## config.mk

```make
export PLATFORM = sky130hd
export DESIGN_NAME = multi_channel_soft_timer_top_flat
export DESIGN_NICKNAME = d
export VERILOG_FILES = /design/src/hdl/mcst_pkg.sv /design/src/hdl/mcst_channel_if.sv /design/src/hdl/multi_channel_soft_timer_top.sv /design/src/hdl/mcst_ctrl.sv /design/src/hdl/mcst_dp.sv /design/src/flat_wrapper.sv
export SDC_FILE = /design/constraint.sdc
export NUM_CORES = 1
export LEC_CHECK = 0
export BUFFER_PORTS_ARGS = -buffer_cell sky130_fd_sc_hd__clkbuf_2
export CAP_MARGIN = 10
export CORE_UTILIZATION = 25
export CTS_BUF_LIST = sky130_fd_sc_hd__clkbuf_8
export CTS_CLUSTER_DIAMETER = 40
export DETAILED_ROUTE_END_ITERATION = 10
export SYNTH_ARGS = -nofsm -noshare
export SYNTH_HDL_FRONTEND = slang
export SYNTH_HIERARCHICAL = 1
export SYNTH_SLANG_ARGS = --single-unit
```

## constraint.sdc

```tcl
create_clock -name clk -period 13.75 [get_ports clk]
set_input_delay 2.75 -clock clk [delete_from_list [all_inputs] [get_ports clk]]
set_output_delay 2.75 -clock clk [all_outputs]
set_load 0.03 [all_outputs]
```

## src/hdl/mcst_pkg.sv

```systemverilog
// ----------------------------------------------------------------------------
// mcst_pkg
// Shared types and constants for the multi-channel soft timer: channel count,
// request mode codes, controller states and the control/status bundles.
// ----------------------------------------------------------------------------
package mcst_pkg;

    // Number of timer channels in the bank.
    localparam int CHANNELS = 8;

    // Index width for the channel stores, and width of the scan counter, which
    // must also hold CHANNELS itself.
    localparam int CH_IDX_W = (CHANNELS > 1) ? $clog2(CHANNELS) : 1;
    localparam int SCNT_W   = $clog2(CHANNELS + 1);

    // Fixed field widths of the request and result payloads.
    localparam int MODE_W  = 2;
    localparam int CHAN_W  = 3;
    localparam int IVL_W   = 32;
    localparam int TIME_W  = 64;

    // Request mode codes. The remaining code is ignored.
    localparam logic [MODE_W-1:0] MODE_TICK  = 2'd0;
    localparam logic [MODE_W-1:0] MODE_START = 2'd1;
    localparam logic [MODE_W-1:0] MODE_STOP  = 2'd2;

    // Controller states.
    typedef enum logic [1:0] {
        ST_IDLE,
        ST_SCAN,
        ST_EMIT
    } mcst_state_t;

    // Commands from the controller to the datapath.
    typedef struct packed {
        logic                tick;
        logic                start;
        logic                stop;
        logic                rd_en;
        logic [CH_IDX_W-1:0] rd_addr;
        logic                emit_en;
    } mcst_cmd_t;

    // Status from the datapath to the controller.
    typedef struct packed {
        logic mask_empty;
    } mcst_sts_t;

endpackage

```

## src/hdl/mcst_channel_if.sv

```systemverilog
// ----------------------------------------------------------------------------
// mcst_channel_if
// Valid/ready channels of the soft timer: the request channel and the
// fired-channel result channel.
// ----------------------------------------------------------------------------
interface mcst_req_if;
    logic                          valid;
    logic                          ready;
    logic [mcst_pkg::MODE_W-1:0]   mode;
    logic [mcst_pkg::CHAN_W-1:0]   channel;
    logic [mcst_pkg::IVL_W-1:0]    interval_ms;
    logic                          single_shot;

    modport source (output valid, mode, channel, interval_ms, single_shot, input ready);
    modport sink   (input valid, mode, channel, interval_ms, single_shot, output ready);
endinterface

interface mcst_fired_if;
    logic                          valid;
    logic                          ready;
    logic [mcst_pkg::CHAN_W-1:0]   fired_channel;
    logic                          last;

    modport source (output valid, fired_channel, last, input ready);
    modport sink   (input valid, fired_channel, last, output ready);
endinterface

```

## src/hdl/multi_channel_soft_timer_top.sv

```systemverilog
// ----------------------------------------------------------------------------
// multi_channel_soft_timer_top
// Bank of periodic and one-shot timer channels advanced by a millisecond tick.
// Each tick scans the channels in ascending order and reports fired channels.
//
//   Channel  Direction  Payload
//   req      in         mode, channel, interval_ms, single_shot
//   fired    out        fired_channel, last
//
// A start or stop request takes effect as it is accepted. An accepted tick
// starts the scan: one channel read per cycle from the period and due-time
// memories into the read stage, then a compare and reschedule in the check
// stage; then one fired channel is handed on per cycle while results are
// taken, and the controller returns to idle; a stalled result output holds
// the drain. Requests are accepted only between ticks' scans and drains.
// After reset all channels are disarmed and the time counter is zero; the
// memories need no clearing pass.
// ----------------------------------------------------------------------------
module multi_channel_soft_timer_top (
    input  logic         clk,
    input  logic         rst_n,
    mcst_req_if.sink     req,
    mcst_fired_if.source fired
);

    mcst_pkg::mcst_cmd_t cmd;
    mcst_pkg::mcst_sts_t sts;

    // Request sequencing.
    mcst_ctrl u_ctrl (
        .clk       (clk),
        .rst_n     (rst_n),
        .req_valid (req.valid),
        .req_mode  (req.mode),
        .req_ready (req.ready),
        .cmd       (cmd),
        .sts       (sts)
    );

    // Channel state and result output.
    mcst_dp u_dp (
        .clk         (clk),
        .rst_n       (rst_n),
        .cmd         (cmd),
        .sts         (sts),
        .channel     (req.channel),
        .interval_ms (req.interval_ms),
        .single_shot (req.single_shot),
        .fired       (fired)
    );

endmodule

```

## src/hdl/mcst_ctrl.sv

```systemverilog
// ----------------------------------------------------------------------------
// mcst_ctrl
// Controller of the soft timer. Accepts requests while idle, sequences the
// channel scan after a tick and then lets the datapath drain fired channels.
// ----------------------------------------------------------------------------
module mcst_ctrl (
    input  logic                        clk,
    input  logic                        rst_n,
    input  logic                        req_valid,
    input  logic [mcst_pkg::MODE_W-1:0] req_mode,
    output logic                        req_ready,
    output mcst_pkg::mcst_cmd_t         cmd,
    input  mcst_pkg::mcst_sts_t         sts
);

    mcst_pkg::mcst_state_t             state_reg, state_next;
    logic [mcst_pkg::SCNT_W-1:0]       cnt_reg, cnt_next;
    logic                              accept;
    logic                              scan_done;

    assign accept    = req_valid && req_ready;
    assign scan_done = (cnt_reg == mcst_pkg::SCNT_W'(mcst_pkg::CHANNELS));

    // State and scan counter registers.
    always_ff @(posedge clk or negedge rst_n)
    begin
        if (!rst_n)
        begin
            state_reg <= mcst_pkg::ST_IDLE;
            cnt_reg   <= '0;
        end
        else
        begin
            state_reg <= state_next;
            cnt_reg   <= cnt_next;
        end
    end

    // Next state and next scan count.
    always_comb
    begin
        state_next = state_reg;
        cnt_next   = cnt_reg;
        unique case (state_reg)
            mcst_pkg::ST_IDLE:
            begin
                if (accept && req_mode == mcst_pkg::MODE_TICK)
                begin
                    state_next = mcst_pkg::ST_SCAN;
                    cnt_next   = '0;
                end
            end
            mcst_pkg::ST_SCAN:
            begin
                if (scan_done)
                begin
                    state_next = mcst_pkg::ST_EMIT;
                end
                else
                begin
                    cnt_next = cnt_reg + 1'b1;
                end
            end
            mcst_pkg::ST_EMIT:
            begin
                if (sts.mask_empty)
                begin
                    state_next = mcst_pkg::ST_IDLE;
                end
            end
            default:
            begin
                state_next = mcst_pkg::ST_IDLE;
            end
        endcase
    end

    // Outputs: handshake and datapath commands.
    always_comb
    begin
        req_ready   = 1'b0;
        cmd         = '0;
        cmd.rd_addr = cnt_reg[mcst_pkg::CH_IDX_W-1:0];
        unique case (state_reg)
            mcst_pkg::ST_IDLE:
            begin
                req_ready = 1'b1;
                cmd.tick  = req_valid && req_mode == mcst_pkg::MODE_TICK;
                cmd.start = req_valid && req_mode == mcst_pkg::MODE_START;
                cmd.stop  = req_valid && req_mode == mcst_pkg::MODE_STOP;
            end
            mcst_pkg::ST_SCAN:
            begin
                cmd.rd_en = !scan_done;
            end
            mcst_pkg::ST_EMIT:
            begin
                cmd.emit_en = 1'b1;
            end
            default:
            begin
                req_ready = 1'b0;
            end
        endcase
    end

`ifndef ASSERT_OFF
    // Idle is reached only after every fired channel has been handed on.
    a_idle_mask_empty: assert property (@(posedge clk) disable iff (!rst_n)
        (state_reg == mcst_pkg::ST_IDLE) |-> sts.mask_empty)
        else $error("mcst_ctrl: idle with fired channels pending");

    // The scan counter never runs past the channel count.
    a_cnt_range: assert property (@(posedge clk) disable iff (!rst_n)
        cnt_reg <= mcst_pkg::SCNT_W'(mcst_pkg::CHANNELS))
        else $error("mcst_ctrl: scan counter out of range");

    // An accepted tick starts a scan from the first channel.
    a_tick_scan: assert property (@(posedge clk) disable iff (!rst_n)
        (accept && req_mode == mcst_pkg::MODE_TICK)
        |=> (state_reg == mcst_pkg::ST_SCAN && cnt_reg == '0))
        else $error("mcst_ctrl: tick did not start a scan");
`endif

endmodule

```

## src/hdl/mcst_dp.sv

```systemverilog
// ----------------------------------------------------------------------------
// mcst_dp
// Datapath of the soft timer: time counter, armed and one-shot flags, the
// period and due-time memories, the scan compare/reschedule stage, the fired
// channel mask and the result output register.
// ----------------------------------------------------------------------------
module mcst_dp (
    input  logic                         clk,
    input  logic                         rst_n,
    input  mcst_pkg::mcst_cmd_t          cmd,
    output mcst_pkg::mcst_sts_t          sts,
    input  logic [mcst_pkg::CHAN_W-1:0]  channel,
    input  logic [mcst_pkg::IVL_W-1:0]   interval_ms,
    input  logic                         single_shot,
    mcst_fired_if.source                 fired
);

    localparam int N = mcst_pkg::CHANNELS;

    // Channel stores.
    logic [mcst_pkg::IVL_W-1:0]   period_mem [N];
    logic [mcst_pkg::TIME_W-1:0]  due_mem    [N];

    logic [mcst_pkg::TIME_W-1:0]  now_reg;
    logic [N-1:0]                 armed_reg, armed_next;
    logic [N-1:0]                 one_shot_reg, one_shot_next;
    logic [N-1:0]                 mask_reg, mask_next;

    // Read stage and check stage.
    logic [mcst_pkg::TIME_W-1:0]  due_rd_reg;
    logic [mcst_pkg::IVL_W-1:0]   per_rd_reg;
    logic                         chk_valid_reg;
    logic [mcst_pkg::CH_IDX_W-1:0] chk_idx_reg;

    // Output register.
    logic                         out_valid_reg, out_valid_next;
    logic [mcst_pkg::CHAN_W-1:0]  out_chan_reg;
    logic                         out_last_reg;

    logic                         start_ok;
    logic                         stop_ok;
    logic [mcst_pkg::CH_IDX_W-1:0] req_idx;
    logic                         fire;
    logic                         mem_we;
    logic [mcst_pkg::CH_IDX_W-1:0] mem_waddr;
    logic [mcst_pkg::TIME_W-1:0]  due_wdata;
    logic [N-1:0]                 pick_oh;
    logic [mcst_pkg::CH_IDX_W-1:0] pick_idx;
    logic                         load;

    // Request decode: out-of-bank starts and stops and zero-interval starts are dropped.
    assign req_idx  = mcst_pkg::CH_IDX_W'(channel);
    assign stop_ok  = cmd.stop && (32'(channel) < 32'(N));
    assign start_ok = cmd.start && (32'(channel) < 32'(N)) && (interval_ms != '0);

    // An armed channel whose due time has been reached fires.
    assign fire = chk_valid_reg && armed_reg[chk_idx_reg] && !(due_rd_reg > now_reg);

    // Memory write port, shared by start (idle) and reschedule (scan).
    always_comb
    begin
        mem_we    = 1'b0;
        mem_waddr = chk_idx_reg;
        due_wdata = now_reg + mcst_pkg::TIME_W'(per_rd_reg);
        if (start_ok)
        begin
            mem_we    = 1'b1;
            mem_waddr = req_idx;
            due_wdata = now_reg + mcst_pkg::TIME_W'(interval_ms);
        end
        else if (fire)
        begin
            mem_we = 1'b1;
        end
    end

    // Period and due-time memories with registered reads.
    always_ff @(posedge clk)
    begin
        if (start_ok)
        begin
            period_mem[req_idx] <= interval_ms;
        end
        if (mem_we)
        begin
            due_mem[mem_waddr] <= due_wdata;
        end
        if (cmd.rd_en)
        begin
            due_rd_reg <= due_mem[cmd.rd_addr];
            per_rd_reg <= period_mem[cmd.rd_addr];
        end
    end

    // Lowest pending fired channel.
    always_comb
    begin
        pick_idx = '0;
        pick_oh  = '0;
        for (int i = N - 1; i >= 0; i--)
        begin
            if (mask_reg[i])
            begin
                pick_idx = mcst_pkg::CH_IDX_W'(i);
            end
        end
        pick_oh[pick_idx] = (mask_reg != '0);
    end

    assign load = cmd.emit_en && (mask_reg != '0) && (!out_valid_reg || fired.ready);

    // Flag and mask updates.
    always_comb
    begin
        armed_next    = armed_reg;
        one_shot_next = one_shot_reg;
        mask_next     = mask_reg;
        if (start_ok)
        begin
            armed_next[req_idx]    = 1'b1;
            one_shot_next[req_idx] = single_shot;
        end
        if (stop_ok)
        begin
            armed_next[req_idx] = 1'b0;
        end
        if (fire)
        begin
            mask_next[chk_idx_reg] = 1'b1;
            if (one_shot_reg[chk_idx_reg])
            begin
                armed_next[chk_idx_reg] = 1'b0;
            end
        end
        if (load)
        begin
            mask_next = mask_reg & ~pick_oh;
        end
    end

    // Output valid: set on load, cleared once the result is taken.
    always_comb
    begin
        priority if (load)
        begin
            out_valid_next = 1'b1;
        end
        else if (fired.ready)
        begin
            out_valid_next = 1'b0;
        end
        else
        begin
            out_valid_next = out_valid_reg;
        end
    end

    // Control registers.
    always_ff @(posedge clk or negedge rst_n)
    begin
        if (!rst_n)
        begin
            now_reg       <= '0;
            armed_reg     <= '0;
            one_shot_reg  <= '0;
            mask_reg      <= '0;
            chk_valid_reg <= 1'b0;
            chk_idx_reg   <= '0;
            out_valid_reg <= 1'b0;
        end
        else
        begin
            if (cmd.tick)
            begin
                now_reg <= now_reg + 1'b1;
            end
            armed_reg     <= armed_next;
            one_shot_reg  <= one_shot_next;
            mask_reg      <= mask_next;
            chk_valid_reg <= cmd.rd_en;
            chk_idx_reg   <= cmd.rd_addr;
            out_valid_reg <= out_valid_next;
        end
    end

    // Result payload; last is set when no other fired channel remains.
    always_ff @(posedge clk)
    begin
        if (load)
        begin
            out_chan_reg <= mcst_pkg::CHAN_W'(pick_idx);
            out_last_reg <= ((mask_reg & ~pick_oh) == '0);
        end
    end

    assign fired.valid         = out_valid_reg;
    assign fired.fired_channel = out_chan_reg;
    assign fired.last          = out_last_reg;
    assign sts.mask_empty      = (mask_reg == '0);

`ifndef ASSERT_OFF
    // A firing channel is recorded as pending.
    a_fire_mask: assert property (@(posedge clk) disable iff (!rst_n)
        fire |=> mask_reg[$past(chk_idx_reg)])
        else $error("mcst_dp: fired channel not recorded");

    // A channel handed to the output is removed from the pending mask.
    a_load_clear: assert property (@(posedge clk) disable iff (!rst_n)
        load |=> !mask_reg[$past(pick_idx)])
        else $error("mcst_dp: emitted channel still pending");

    // Start writes and scan reschedules never collide on the memory port.
    a_port_excl: assert property (@(posedge clk) disable iff (!rst_n)
        !(start_ok && chk_valid_reg))
        else $error("mcst_dp: start during scan");
`endif

endmodule

```

## src/flat_wrapper.sv

```systemverilog
// flat-port wrapper written by rule: the top's interface ports become plain ports
module multi_channel_soft_timer_top_flat 
  (clk, rst_n, req_valid, req_mode, req_channel, req_interval_ms, req_single_shot, req_ready, fired_valid, fired_fired_channel, fired_last, fired_ready);
  mcst_req_if req_i ();
  mcst_fired_if fired_i ();
  input  logic clk;
  input  logic rst_n;
  input wire logic [$bits(req_i.valid)-1:0] req_valid;
  input wire logic [$bits(req_i.mode)-1:0] req_mode;
  input wire logic [$bits(req_i.channel)-1:0] req_channel;
  input wire logic [$bits(req_i.interval_ms)-1:0] req_interval_ms;
  input wire logic [$bits(req_i.single_shot)-1:0] req_single_shot;
  output wire logic [$bits(req_i.ready)-1:0] req_ready;
  output wire logic [$bits(fired_i.valid)-1:0] fired_valid;
  output wire logic [$bits(fired_i.fired_channel)-1:0] fired_fired_channel;
  output wire logic [$bits(fired_i.last)-1:0] fired_last;
  input wire logic [$bits(fired_i.ready)-1:0] fired_ready;
  assign req_i.valid = req_valid;
  assign req_i.mode = req_mode;
  assign req_i.channel = req_channel;
  assign req_i.interval_ms = req_interval_ms;
  assign req_i.single_shot = req_single_shot;
  assign req_ready = req_i.ready;
  assign fired_valid = fired_i.valid;
  assign fired_fired_channel = fired_i.fired_channel;
  assign fired_last = fired_i.last;
  assign fired_i.ready = fired_ready;
  multi_channel_soft_timer_top u_core (.clk(clk), .rst_n(rst_n), .req(req_i), .fired(fired_i));
endmodule
```

==> results of run 1 <==
==> synthesized netlist by cell type (all sizes together) (10+ instances only) <==
| library cell | n | share of area |
|---|---|---|
| nor3 | 39 | 0.0053 |
| o22ai | 13 | 0.0023 |
| edfxtp | 868 | 0.64 |
| nand2b | 12 | 0.0018 |
| nand4 | 37 | 0.0056 |
| and4 | 11 | 0.0024 |
| ha | 99 | 0.030 |
| nand2 | 88 | 0.0081 |
| buf | 26 | 0.0031 |
| xor2 | 11 | 0.0023 |
| o21a | 12 | 0.0022 |
| dfrtp | 99 | 0.060 |
| inv | 83 | 0.0076 |
| nor4 | 28 | 0.0048 |
| mux4 | 193 | 0.11 |
| nor2 | 60 | 0.0055 |
| a21oi | 64 | 0.0078 |
| clkbuf | 54 | 0.0049 |
| mux2 | 140 | 0.038 |
| a21o | 29 | 0.0053 |
| nor2b | 12 | 0.0018 |
| a31o | 10 | 0.0021 |
| xnor2 | 111 | 0.024 |
| nand3 | 56 | 0.0068 |
| o21ai | 44 | 0.0054 |
==> layout make-up <==
type,instances,share of cell area
flip-flops and latches,967,0.6073
multi-input cells,1171,0.2550
well taps,2175,0.05788
clock buffers,162,0.04742
clock inverters,115,0.01493
repair buffers,79,0.01070
inverters,84,0.006706
diodes,2,0.0001064
==> per-layer routing <==
layer | GRT usage | vias to the layer above | share of wire
met5 | 0 | - | 0
met4 | 0.03449 | 0 | 0.018
met3 | 0.02188 | 117 | 0.051
met2 | 0.1877 | 601 | 0.49
met1 | 0.1487 | 11320 | 0.44
li1 | - | 9553 | -
==> kinds of logic after synthesis <==
group | Yosys count
compound gates | 230
xor+xnor | 122
fa+ha+maj | 102
buf+inv | 164
flops | 967
mux | 335
simple gates | 382
==> worst paths after layout <==
check / depth (start not counted) / to
min in group asynchronous: 1 / u_core/u_dp/one_shot_reg[4]
max reg2reg: 14 / u_core/u_dp/due_mem[2][59]
min: 1 / u_core/u_dp/now_reg[63]
max in group asynchronous: 2 / u_core/u_ctrl/cnt_reg[2]
min reg2reg: 1 / u_core/u_dp/now_reg[63]
max: 15 / u_core/u_dp/due_mem[2][59]
==> report_power, final <==
group          switching, mW  internal [mW]  leakage [nW]
sequential             0.209           3.86          8.98
combinational           1.44           1.08          4.60
clock                   1.13           1.21          1.66
total                   2.78           6.15          15.2
==> worst max-delay path, stage by stage <==
cell and delay, ns:
clkbuf_2 0.17, nor4_1 0.88, nand4_1 0.26, o21ai_4 0.42
buf_4 0.54, mux2_2 0.40, ha_1 0.42, and3_1 0.19
o211ai_1 0.11, nor3b_1 0.33, o21ai_0 0.22, o211ai_1 0.35
nand4_1 0.61, a2111oi_0 0.68, xnor2_1 0.33
==> through the flow <==
step                utilization  instances  worst slack (ns)  instance area, µm²  hold WS [ns]
floorplan                     -       2302             5.292               41020        0.4453
global placement         0.2708       4476             4.892               44080        0.4655
detailed placement       0.2708       4476             4.924               44080        0.4706
CTS                      0.2888       4753             5.824               47010        0.4828
global route             0.2888       4754             5.390               47020        0.4966
finish                   0.2889       4755             5.594               47020        0.4846
==> results.txt, run 1 <==
- The final number of max-transition violations came to 0.
- The library cell used most frequently in the layout, excluding fill and tap cells, is edfxtp_1.
* Total wirelength of the detailed-routed design: 93210 µm
* Worst clock skew: 0.05099 ns
* Crit share post-route: 0.5931
- Counting I/O delays and the setup requirement, the final critical path takes 8.156 ns.
- Of all flip-flops after synthesis, the portion carrying an async set or reset was 0.1024.
* Average via count per standard cell: 4.540
* Synth Area per Inst: 17.82 µm²
- Flop and latch count out of synthesis: 967
- Dividing total power by cell area gives a power density of 190.0 nW/µm².
- The design draws 8.933 mW.
- Number of hold-repair buffers added at the cts stage: 0
* Post-detail-place hpwl: 54530 µm
- Based on the critical path, the design can be clocked at up to 0.1226 GHz.
- Result of the run: finished, final reports clean
- Final-report setup violation count: 0
* Commonest cells after routing, fill and taps aside: edfxtp_1, mux4_2, clkbuf_8, mux2_2, inv_1
* Post-CTS setup buffer count: 0
- For this run, the register share of the synthesized area comes to 0.6958.
- Hold Fails Final Rpt: 0
- The tool flagged a number of max-cap violations equal to 0.
* Reg clk slew, reported paths: 0.06 ns
- Measured along the x axis, the die boundary spans 407.1 µm.
* Die Span Y: 407.1 µm
- STA puts the critical path data arrival time at 8.70 ns.
- Ranked by flip-flop count, first place goes to u_core/u_dp/due_mem.
- Of all nets on the critical path, the largest fanout is 36.
- Clock latency on the worst-skew pair, taken at its later pin, is 0.83 ns.
- The most used flip-flop cell after synthesis is edfxtp_1.
- Max transition margin: 0.3038
- Adding up every negative setup slack in the final design gives 0 ns.
* Critical path class: input port to register
- Via count of the routed design: 21590
- Of the total synthesized cell area, the portion taken by full adders, half adders and majority gates is 0.03117.
- Clk buf depth: 3
* Register area: 28550 µm²
- After synthesis, the netlist uses 78 different library cells.
- Data required time at the worst endpoint: 14.29 ns
* Synth Area in Compound Gates: 0.03706
- Count of yosys warnings during synthesis: 6
* Count of flip-flops with a built-in enable after synthesis: 868
* Type of element capturing the critical path: register
* Total of fill cells in the finished design: 16030
- In the routed design, unresolved DRC markers number 0.
- At the end of the flow, the number of nets in the layout was 2600.
* Critical path launch point type: input port
- Setup repair after global routing left no endpoint under its margin.
- The first global-routing pass estimated 140900 µm of wire.
- The worst-case IR drop observed on VDD is 0.2476 mV.
* Starting utilization of the core area: 0.2520
- Clock tree from TritonCTS: done
- Overall global routing resource usage: 0.1131
- Vias in the first global route: 22740
- Fraction of synthesized cell area in xor and xnor cells: 0.02605
- Number of flip-flops in the largest register: 512
- The first routing iteration left 1736 violations.
* Length of the first detailed-routing pass in iterations: 5
- The H-tree was split into 4 levels.
- The number of nets in the synthesized netlist is 2444.
- I/O Buffers: 47
* Combinational family with the most area after synthesis: multiplexers
- Of the total synthesized cell area, the portion taken by AND, OR, NAND and NOR gates is 0.04929.
- Wire length per cell: 19.60 µm
* Area of the die: 165700 µm²
- Routability-driven placement finished with a final weighted congestion of 0.8180.
- Clock tree synthesis selected as its root buffer the cell clkbuf_8.
- Pin placement for this block handled 48 I/O pins.
- The region available for standard cell placement spans 162800 µm².
- The total overflow left after global routing is 0.
- After synthesis, the share of cell area in mux cells is 0.1449.
- The min-delay analysis places its worst path in the category register to register.
- Number of standard-cell rows in the floorplan: 148
* R2R Path Start: u_core/u_ctrl/state_reg[0]
- Relative to the synthesized area, the layout overhead comes to 14.62%.
- Antenna violations before repair: 1
- Entering global routing, the biggest net connects 135 pins.
- Summing every instance area after synthesis gives 41020 µm².
* Hold wc startpoint: u_core/u_dp/now_reg[63]
- LEAKAGE: 15.25 nW
* Biggest registers after layout: u_core/u_dp/due_mem: 512 flops, u_core/u_dp/period_mem: 256 flops
- Worst slew pin tran: 1.044 ns
* Post-synthesis instance total: 2302
- In this run the worst setup path begins at req_interval_ms[7].
* Share of cells above drive strength 1: 0.2548
- Counting the buffers created by CTS gives 155.
- Clock tree synthesis found a total of 967 sinks.
- Flop-to-flop setup slack: 7.67 ns
* Post-CTS resize count: 0
- Combined area of the multi-input logic cells: 11990 µm²
* Routed Antenna Nets: 0
Note: power is estimated with default switching activity, not from simulation.
==> run 2, diff against run 1 <==
--- a/config.mk
+++ b/config.mk
@@ -5,6 +5,7 @@
 export SDC_FILE = /design/constraint.sdc
 export NUM_CORES = 1
 export LEC_CHECK = 0
+export ABC_AREA = 1
 export BUFFER_PORTS_ARGS = -buffer_cell sky130_fd_sc_hd__clkbuf_2
 export CAP_MARGIN = 10
 export CORE_UTILIZATION = 25
==> constraint.sdc (replaced) <==
create_clock -name clk -period 7.01 [get_ports clk]
set_input_delay 1.402 -clock clk [delete_from_list [all_inputs] [get_ports clk]]
set_output_delay 1.402 -clock clk [all_outputs]
set_load 0.03 [all_outputs]
==> run 2 against run 1 <==
Effect of this change:
- synthesized cell count grew 67%
- clock-buffer cell count grew 8
- routed wire length grew 20%
- sequential share of layout area shrank 2.6 points
- critical path depth grew 9
- critical path type unchanged
- largest cell class unchanged
- largest power group unchanged
- highest routed layer unchanged
==> results.txt, run 2 <==
* Clock latency on the worst-skew pair: 0.86 ns
- CTS buffer count: 165
* Post-layout min period: 5.158 ns
* Switching Fraction: 0.3729
- In this run, post-CTS hold repair placed 0 buffers.
- Number of cells after detailed placement: 5998
- Number of max-capacitance violations reported: 0
* Number of distinct standard cells referenced by the synthesized netlist: 50
- Crit share post-route: 0.7357
- Total wirelength of the detailed-routed design: 111800 µm
- Most flops, register: u_core/u_dp/due_mem
- I/O Buffers: 47
- Die Span Y: 415.9 µm
- At the worst endpoint, the required time is 7.48 ns.
* Flop pwr share: 0.428
- Die width: 415.9 µm
- Setup repair after global routing left no endpoint under its margin.
- Final core area utilization: 0.2890
- Tightest Hold Check Type: register to register
- Worst path top cell family by delay: simple AND/OR/NAND/NOR gates
- Global routing finished with a remaining overflow of 0.
* Post-detail-place hpwl: 67680 µm
- Critical path's most frequent cell: nand2_1
- The register with the most flip-flops in the layout has 512 of them.
* Post-CTS setup buffer count: 0
- Yosys attributes the largest share of cell area to edfxtp_1, nor2_1, dfrtp_1, o21ai_0, nand2_1.
- For the final database, setup skew stands at 0.06172 ns.
* Switching power total: 7.206 mW
- In this design, the stage delay of the slowest critical-path cell is 0.69 ns.
- In this run, synthesis inferred 868 flip-flops with an integrated enable.
* Routed Antenna Nets: 0
* Post-CTS resize count: 0
* Comb power frac: 0.321
* Residual DRC count: 0
- Power per cell area: 393.7 nW/µm²
- Instance area at placement: 45930 µm²
- Finished Cell Area: 49090 µm²
* Vias in the first global route: 28470
- Type of element capturing the critical path: register
- The biggest area contributor in the post-synthesis netlist is edfxtp_1.
- For this configuration, the core starts out at a cell density of 0.2522.
- Hold Fails Final Rpt: 0
* CTS sink cnt: 967
- Reg clk slew, reported paths: 0.06 ns
- The synthesized design contains 967 register bits.
* Clock tree from TritonCTS: done
* Synth cell count leaders: edfxtp_1, nor2_1, o21ai_0, nand2_1, inv_1
- For this run, the total global-route usage over all layers was measured as 0.1269.
* Peak Freq: 0.1939 GHz
- In the synthesized netlist, the number of instances is 3839.
- Cell at the root of the clock tree: clkbuf_8
- Max transition margin: 0.3350
- The share of synthesized area in the top cell type comes to 0.6085.
- The share of total power dissipated in the clock network is 0.251.
- Final-report setup violation count: 0
- Worst slew pin tran: 0.9975 ns
- Hold slack final: 0.4889 ns
* Result of the run: finished, final reports clean
* Length of the first detailed-routing pass in iterations: 5
- Critical path launch point type: input port
- The region available for standard cell placement spans 169800 µm².
- Antenna violations before repair: 1
- LEAKAGE: 17.37 nW
- Highest fanout seen on the critical path: 36
- Area of the die: 173000 µm²
* Buffers & Inverters on Critical Path: 5
- Power comes to 19.33 mW.
- Most common flop cell mapped by yosys: edfxtp_1
- CP Cell Sequence: clkbuf_2 -> inv_1 -> nand4_1 -> nor2_1 -> nand4_1 -> nand2_4 -> buf_12 -> nand2_1 -> o21ai_0 -> ha_1 -> inv_1 -> fa_1 -> inv_1 -> nand3_1 -> nand2_1 -> a21oi_1 -> o21ai_0 -> nand2_1 -> nand2_1 -> nand3_1 -> nand2_1 -> nand2_1 -> nand2_1 -> nand2_1
- Maximum number of pins on one net before global-route repair: 177
* Worst path setup slack after routing: 1.852 ns
* Wire length on met2: 53680 µm
- Weighted congestion reported at the end of routability-driven placement: 0.9319
* Sequential-to-total area share from yosys stat: 0.6664
- Share of cells above drive strength 1: 0.09971
- Uppermost layer routed: met4
- Row generation in the floorplan step produced 151 rows.
- Synthesized net count: 3981
- Biggest registers after layout: u_core/u_dp/due_mem: 512 flops, u_core/u_dp/period_mem: 256 flops
- In the final routed layout, each cell accounts on average for 17.77 µm.
- Synth Cell Area: 42830 µm²
- The critical path in this run is classified as input port to register.
* Count of yosys warnings during synthesis: 6
- Data arrives at the worst endpoint at 5.63 ns.
- The first global-routing pass estimated 170700 µm of wire.
- In the final routing, the length of wire on met1 measures 49440 µm.
- After the last flow step, the layout net total stands at 4089.
* Synthesis-to-finish area growth: 14.61%
- The H-tree was split into 4 levels.
- The library cell used most frequently in the layout, excluding fill and tap cells, is edfxtp_1.
- Average via count per standard cell: 4.609
* Number of primary I/O pins: 48
- Synth Area per Inst: 11.16 µm²
- The final route contains 29000 vias.
- Summed over all failing endpoints, the final setup total negative slack is 0 ns.
* Post-Place Setup Slack: 0.9775 ns
- Peak VDD IR: 0.2992 mV
- Wire segments on met3 add up to 5727 µm in the final route.
- Final cell count without fillers: 6291
* Number of pins with negative max-slew slack in the final report: 0
- 1st-iter DRT viols: 2334
* Async set-reset flop share out of synthesis: 0.1024
- Commonest cells after routing, fill and taps aside: edfxtp_1, nor2_1, o21ai_0, nand2_1, inv_1
* Clk buf depth: 3
- The internal power of the cells totals 12.12 mW.
* Most repeated cell in the gate-level netlist after synthesis: edfxtp_1
- Max stage delay cell, worst path: o21ai_0
## run 2: path summary, 6_finish.rpt
path / startpoint / slack [ns] / cells after the start / to
setup / recovery: req_interval_ms[1] / 1.85 / 24 / u_core/u_dp/due_mem[2][54]
hold / removal: u_core/u_dp/one_shot_reg[5] / 0.49 / 1 / u_core/u_dp/one_shot_reg[5]
setup reg to reg: u_core/u_ctrl/state_reg[1] / 2.23 / 16 / u_core/u_dp/due_mem[0][35]
hold reg to reg: u_core/u_dp/one_shot_reg[5] / 0.49 / 1 / u_core/u_dp/one_shot_reg[5]
max in group asynchronous: rst_n / 5.13 / 2 / u_core/u_dp/now_reg[10]
min in group asynchronous: rst_n / 0.53 / 1 / u_core/u_dp/one_shot_reg[5]
## run 2: cell families after synthesis
logic type	count (synthesis)	synth area share
AOI/OAI and AO/OA	801	0.1021
DFF	967	0.6664
and+or+nand+nor	1411	0.1389
buffers and inverters	443	0.03932
adders and majority gates	100	0.02939
xor gates and xnor gates	117	0.02392
## run 2: cell type report
cell class                      instances  area (µm²)
Timing Repair Buffer                  106       818.3
Inverter                              278        1065
Tap cell                             2218        2775
Sequential cell                       967       28550
Fill cell                           17320      120800
Clock inverter                        122       818.3
Antenna cell                            1       2.502
Multi-Input combinational cell       2429       12720
Clock buffer                          170        2340
## run 2: power groups by stage
stage	sequential, mW	combinational [mW]	clock [mW]
2_1_floorplan	8.13	4.18	0
3_3_place_gp	8.39	6.12	0
3_5_place_dp	8.39	6.21	0
4_1_cts	8.28	6.24	4.98
5_1_grt	8.34	6.91	5.22
6_report	8.27	6.20	4.86
## run 2: metal layers
layer,GRT usage,vias to the layer above
met5,0,-
met1,0.1657,14280
met4,0.04459,0
met2,0.2137,793
met3,0.01814,176
li1,-,13750
